==> config.mk <==
export PLATFORM = sky130hd
export DESIGN_NAME = rcom_queue
export DESIGN_NICKNAME = d
export VERILOG_FILES = /design/src/hdl/rcom_pkg.sv /design/src/hdl/rcom_queue.sv
export SDC_FILE = /design/constraint.sdc
export NUM_CORES = 1
export LEC_CHECK = 0
export ABC_AREA = 1
export CAP_MARGIN = 10
export CORE_ASPECT_RATIO = 0.5
export CORE_UTILIZATION = 60
export CTS_BUF_LIST = sky130_fd_sc_hd__clkbuf_4
export DETAILED_ROUTE_END_ITERATION = 10
export DONT_BUFFER_PORTS = 1
export PLACE_DENSITY = 0.84
export REMOVE_ABC_BUFFERS = 1
export SLEW_MARGIN = 20
export SYNTH_ARGS = -nofsm -noshare
export SYNTH_HDL_FRONTEND = slang
export SYNTH_SLANG_ARGS = --single-unit
==> constraint.sdc <==
create_clock -name clk -period 18.9 [get_ports clk]
set_input_delay 1.89 -clock clk [delete_from_list [all_inputs] [get_ports clk]]
set_output_delay 1.89 -clock clk [all_outputs]
set_load 0.01 [all_outputs]
==> src/hdl/rcom_pkg.sv <==
// Types and constants shared by the offboard command mux.
// No dependencies; every other file but rcom_chan_if imports this package.
`timescale 1ns / 1ps
package rcom_pkg;

	// Input item word
	typedef struct packed {
		logic               kind;
		logic [31:0]        now_us;
		logic [31:0]        now_ms;
		logic signed [15:0] stick_roll;
		logic signed [15:0] stick_pitch;
		logic signed [15:0] stick_yaw;
		logic [14:0]        stick_throttle;
		logic [7:0]         flags;
		logic [1:0]         off_channel;
		logic               off_active;
		logic [1:0]         off_type;
		logic signed [19:0] off_value;
	} item_t;

	// Result word
	typedef struct packed {
		logic               updated;
		logic signed [19:0] roll_out;
		logic signed [19:0] pitch_out;
		logic signed [19:0] yaw_out;
		logic signed [19:0] throttle_out;
		logic [7:0]         types_out;
		logic [3:0]         actives_out;
		logic               pilot_override;
	} result_t;

	// Configuration write word
	typedef struct packed {
		logic [2:0]  index;
		logic [47:0] data;
	} cfg_t;

	// Item class decided by the front end
	typedef enum logic [1:0] {
		CLS_LOAD,
		CLS_FAILSAFE,
		CLS_IDLE,
		CLS_MUX
	} cls_t;

	typedef struct packed {
		cls_t  cls;
		item_t item;
	} queue_entry_t;

	// Item kinds
	localparam logic KIND_TICK = 1'b0;
	localparam logic KIND_LOAD = 1'b1;

	// Flag bit positions
	localparam int unsigned FLG_FAILSAFE   = 0;
	localparam int unsigned FLG_NEW_CMD    = 1;
	localparam int unsigned FLG_ATT_MAPPED = 2;
	localparam int unsigned FLG_ATT_ANGLE  = 3;
	localparam int unsigned FLG_AOVR_MAP   = 4;
	localparam int unsigned FLG_AOVR_ON    = 5;
	localparam int unsigned FLG_TOVR_MAP   = 6;
	localparam int unsigned FLG_TOVR_ON    = 7;

	// Mode bit positions
	localparam int unsigned MODE_FIXED_WING = 0;
	localparam int unsigned MODE_ANGLE_DEF  = 1;
	localparam int unsigned MODE_MIN_THR    = 2;

	// Control type codes
	localparam logic [1:0] TYP_RATE     = 2'd0;
	localparam logic [1:0] TYP_ANGLE    = 2'd1;
	localparam logic [1:0] TYP_THROTTLE = 2'd2;
	localparam logic [1:0] TYP_PASS     = 2'd3;

	// Register indexes
	localparam logic [2:0] CFG_MODE_BITS   = 3'd0;
	localparam logic [2:0] CFG_ANGLE_LIM   = 3'd1;
	localparam logic [2:0] CFG_RATE_LIM    = 3'd2;
	localparam logic [2:0] CFG_OVR_DEV     = 3'd3;
	localparam logic [2:0] CFG_OVR_LAG     = 3'd4;
	localparam logic [2:0] CFG_FS_THROTTLE = 3'd5;

	// Register reset values
	localparam logic [2:0]  RST_MODE_BITS   = 3'd0;
	localparam logic [31:0] RST_ANGLE_LIM   = 32'd211029140;
	localparam logic [47:0] RST_RATE_LIM    = 48'd26513675989565;
	localparam logic [14:0] RST_OVR_DEV     = 15'd3277;
	localparam logic [15:0] RST_OVR_LAG     = 16'd1000;
	localparam logic [14:0] RST_FS_THROTTLE = 15'd9830;

	// Offboard input goes stale after this many microseconds
	localparam logic [31:0] TIMEOUT_US = 32'd100000;

	// Failsafe types: roll angle, pitch angle, yaw rate, throttle
	localparam logic [7:0] FAILSAFE_TYPES = {TYP_THROTTLE, TYP_RATE, TYP_ANGLE, TYP_ANGLE};

endpackage

==> src/hdl/rcom_queue.sv <==
// Short queue of classified items between front end and back end.
// Depends on rcom_pkg.
`timescale 1ns / 1ps
module rcom_queue #(
	parameter int DEPTH = 2
) (
	input  logic                   clk,
	input  logic                   arst_n,
	input  logic                   push,
	input  rcom_pkg::queue_entry_t push_entry,
	output logic                   full,
	output logic                   head_valid,
	output rcom_pkg::queue_entry_t head_entry,
	input  logic                   pop
);
	import rcom_pkg::*;

	localparam int PTR_W = (DEPTH > 1) ? $clog2(DEPTH) : 1;
	localparam int CNT_W = $clog2(DEPTH + 1);

	queue_entry_t      mem_q [DEPTH];
	logic [PTR_W-1:0]  wr_ptr_q;
	logic [PTR_W-1:0]  rd_ptr_q;
	logic [CNT_W-1:0]  count_q;

	assign full       = (count_q == CNT_W'(DEPTH));
	assign head_valid = (count_q != '0);
	assign head_entry = mem_q[rd_ptr_q];

	always_ff @(posedge clk) begin
		if (push) begin
			mem_q[wr_ptr_q] <= push_entry;
		end
	end

	always_ff @(posedge clk or negedge arst_n) begin
		if (!arst_n) begin
			wr_ptr_q <= '0;
			rd_ptr_q <= '0;
			count_q  <= '0;
		end else begin
			if (push) begin
				wr_ptr_q <= (wr_ptr_q == PTR_W'(DEPTH - 1)) ? '0 : wr_ptr_q + 1'b1;
			end
			if (pop) begin
				rd_ptr_q <= (rd_ptr_q == PTR_W'(DEPTH - 1)) ? '0 : rd_ptr_q + 1'b1;
			end
			if (push && !pop) begin
				count_q <= count_q + 1'b1;
			end else if (pop && !push) begin
				count_q <= count_q - 1'b1;
			end
		end
	end
endmodule

==> metrics.yaml <==
run_status:
  status: "completed"
floorplan:
  num_rows: 36
  coreArea_sq_um: 19600
  fp.dieH_um: 102
  ios: 332
  initial_core_util_pct: 61.6
  fp.dieArea_sq_um: 20700
  fp.dieW_um: 203
drt:
  vias: 5148
  drcViolationCount: 0
  vias_per_cell: 5.67
  wirelength_um: 21500
  dr.first_iter.drc_count: 194
  wl_per_cell_um: 23.6
  final_antenna_net_count: 0
  dr.pass1.iters: 4
finish:
  layout-drive-gt1-share_pct: 44.1
  layout_common_cells: "edfxtp_1 (326), mux2_2 (163), clkbuf_4 (103)"
  nets: 761
  final_common_cell: "edfxtp_1"
  layoutNonFillerInstCount: 908
  syn_to_final_growth_pct: 9.65
  fin_util_pct: 67.5
cts:
  cts_resized: 0
  cts_buffer_depth: 3
  cts-root-buf: "clkbuf_4"
  clk-insertion-delay-late_ns: 0.63
  clock_sinks: 330
  htree_num_levels: 3
  hold_buffers: 0
  tritoncts: "built"
  cts_made_buffers: 71
  cts.clk_slew.worst_paths_ns: 0.07
  post-cts-setup-buffers: 0
worst_hold_path:
  holdPathStages: 2
  hold_class: "register to register"
global_route:
  grt_remaining_overflow: 0
  grt_pass1_vias: 5257
  grt_pass1_wl_um: 29900
  grt_usage_pct: 19.7
  antenna_found_initial: 1
  grt_max_degree: 108
power_and_ir_drop:
  leakagePower_uw: 0.00443
  report.power.total_uw: 2060
  irDropWorstVdd_mv: 0.0867
  power_density_nw_per_um2: 156
sta:
  tns_ns: 0
  finalCriticalPeriod_ns: 4.70
  finalSetupViolations: 0
  tightest_slew_ns: 1.02
  fin_ws_ns: 14.20
  drv_slew: 0
  fin_worst_skew_ns: 0.0222
  rsz0062_at_grt: "false"
  final_hold_viol_count: 0
  slew_headroom_pct: 31.9
  period_share_pct: 24.8
  max_freq_ghz: 0.213
placement:
  place_hpwl_um: 13900
  place_inst: 786
  post-place-ws_ns: 14.85
  io_buffers: 0
  place_congestion: 0.842
synthesis:
  synth_area_leaders: "edfxtp_1 (81%), mux2_2 (15%), clkbuf_8 (1.4%), dfrtp_1 (0.83%), buf_6 (0.56%)"
  synth_top_area_cell: "edfxtp_1"
  ys_seq_elements: 330
  synth_top_cell_area_share_pct: 81.1
  synth_cell_types: 13
  syn_area_sq_um: 12100
  netlist_instances: 532
  ys_warn_count: 0
  syn_avg_cell_area_sq_um: 22.7
  synth-seq-area-share_pct: 82.0
job:
  cap_viol_max_count: 0
critical_path:
  arrival_ns: 2.81
  cp.required_ns: 17.01
  reg2reg_slack_ns: 16.40
  critPathLaunchType: "register"
  end_kind: "primary output"
  rr_worst_depth: 3
  path_class: "register to primary output"
  crit_fanout: 73
## flip-flops by register name (all words and copies together) (netlist names)
| name | count |
|---|---|
| mem_q | 326 |
| count_q | 2 |
| rd_ptr_q | 1 |
| wr_ptr_q | 1 |
## worst paths after layout
| check | startpoint | endpoint |
|---|---|---|
| setup / recovery | rd_ptr_q | head_entry[24] |
| hold / removal | count_q[1] | count_q[1] |
| setup reg to reg | wr_ptr_q | mem_q[1][100] |
| hold reg to reg | count_q[1] | count_q[1] |
| max in group asynchronous | arst_n | rd_ptr_q |
| min in group asynchronous | arst_n | count_q[0] |
## cell families (layout without fill, tap and decap cells)
kind of cell	Yosys count	count (layout)	share of synthesized area [%]
fa+ha+maj	1	1	0.104
simple gates	10	10	0.342
mux	163	163	15.2
other cells	0	1	0
buf+inv	25	134	2.15
flops	330	330	82.0
xor+xnor	3	3	0.218
## metrics by stage
stage | area [sq um] | hold WS (ns)
floorplan | 11800 | 0.442
global placement | 12200 | 0.474
detailed placement | 12200 | 0.476
CTS | 13200 | 0.492
global route | 13200 | 0.542
finish | 13200 | 0.496
## critical path: stages, from the launching register on
cell and delay [ns]:
dfrtp_4 0.82, buf_4 0.81, mux2_2 0.46
## area by class of cell
type	instances	area, sq um
fill	1241	6370
multi-input combinational	177	1920
clock buffer	103	773
sequential	330	9890
antenna	1	2.50
tap	266	333
inverter	7	31.3
timing repair buffer	6	45.0
clock inverter	18	226
## synthesized netlist by cell type
library cell	n
edfxtp_1	326
mux2_2	163
clkbuf_8	12
inv_1	7
buf_6	6
nand2_1	6
dfrtp_1	4
nor2_1	2
xor2_1	2
ha_1	1
nand3_1	1
nand4_1	1
xnor2_1	1
## report_power, final
part | switching [uW] | internal, uW
clock network | 252 | 332
registers | 51.5 | 972
logic | 282 | 175
total | 585 | 1480
## metal layers
layer,up-vias,share of wire [%],global-route usage (%)
met1,2618,37,22.2
met5,-,0,0
met2,214,53,33.9
met3,47,7.9,7.91
li1,2269,-,-
met4,0,2.7,8.96
Note: power is estimated with default switching activity, not from simulation.
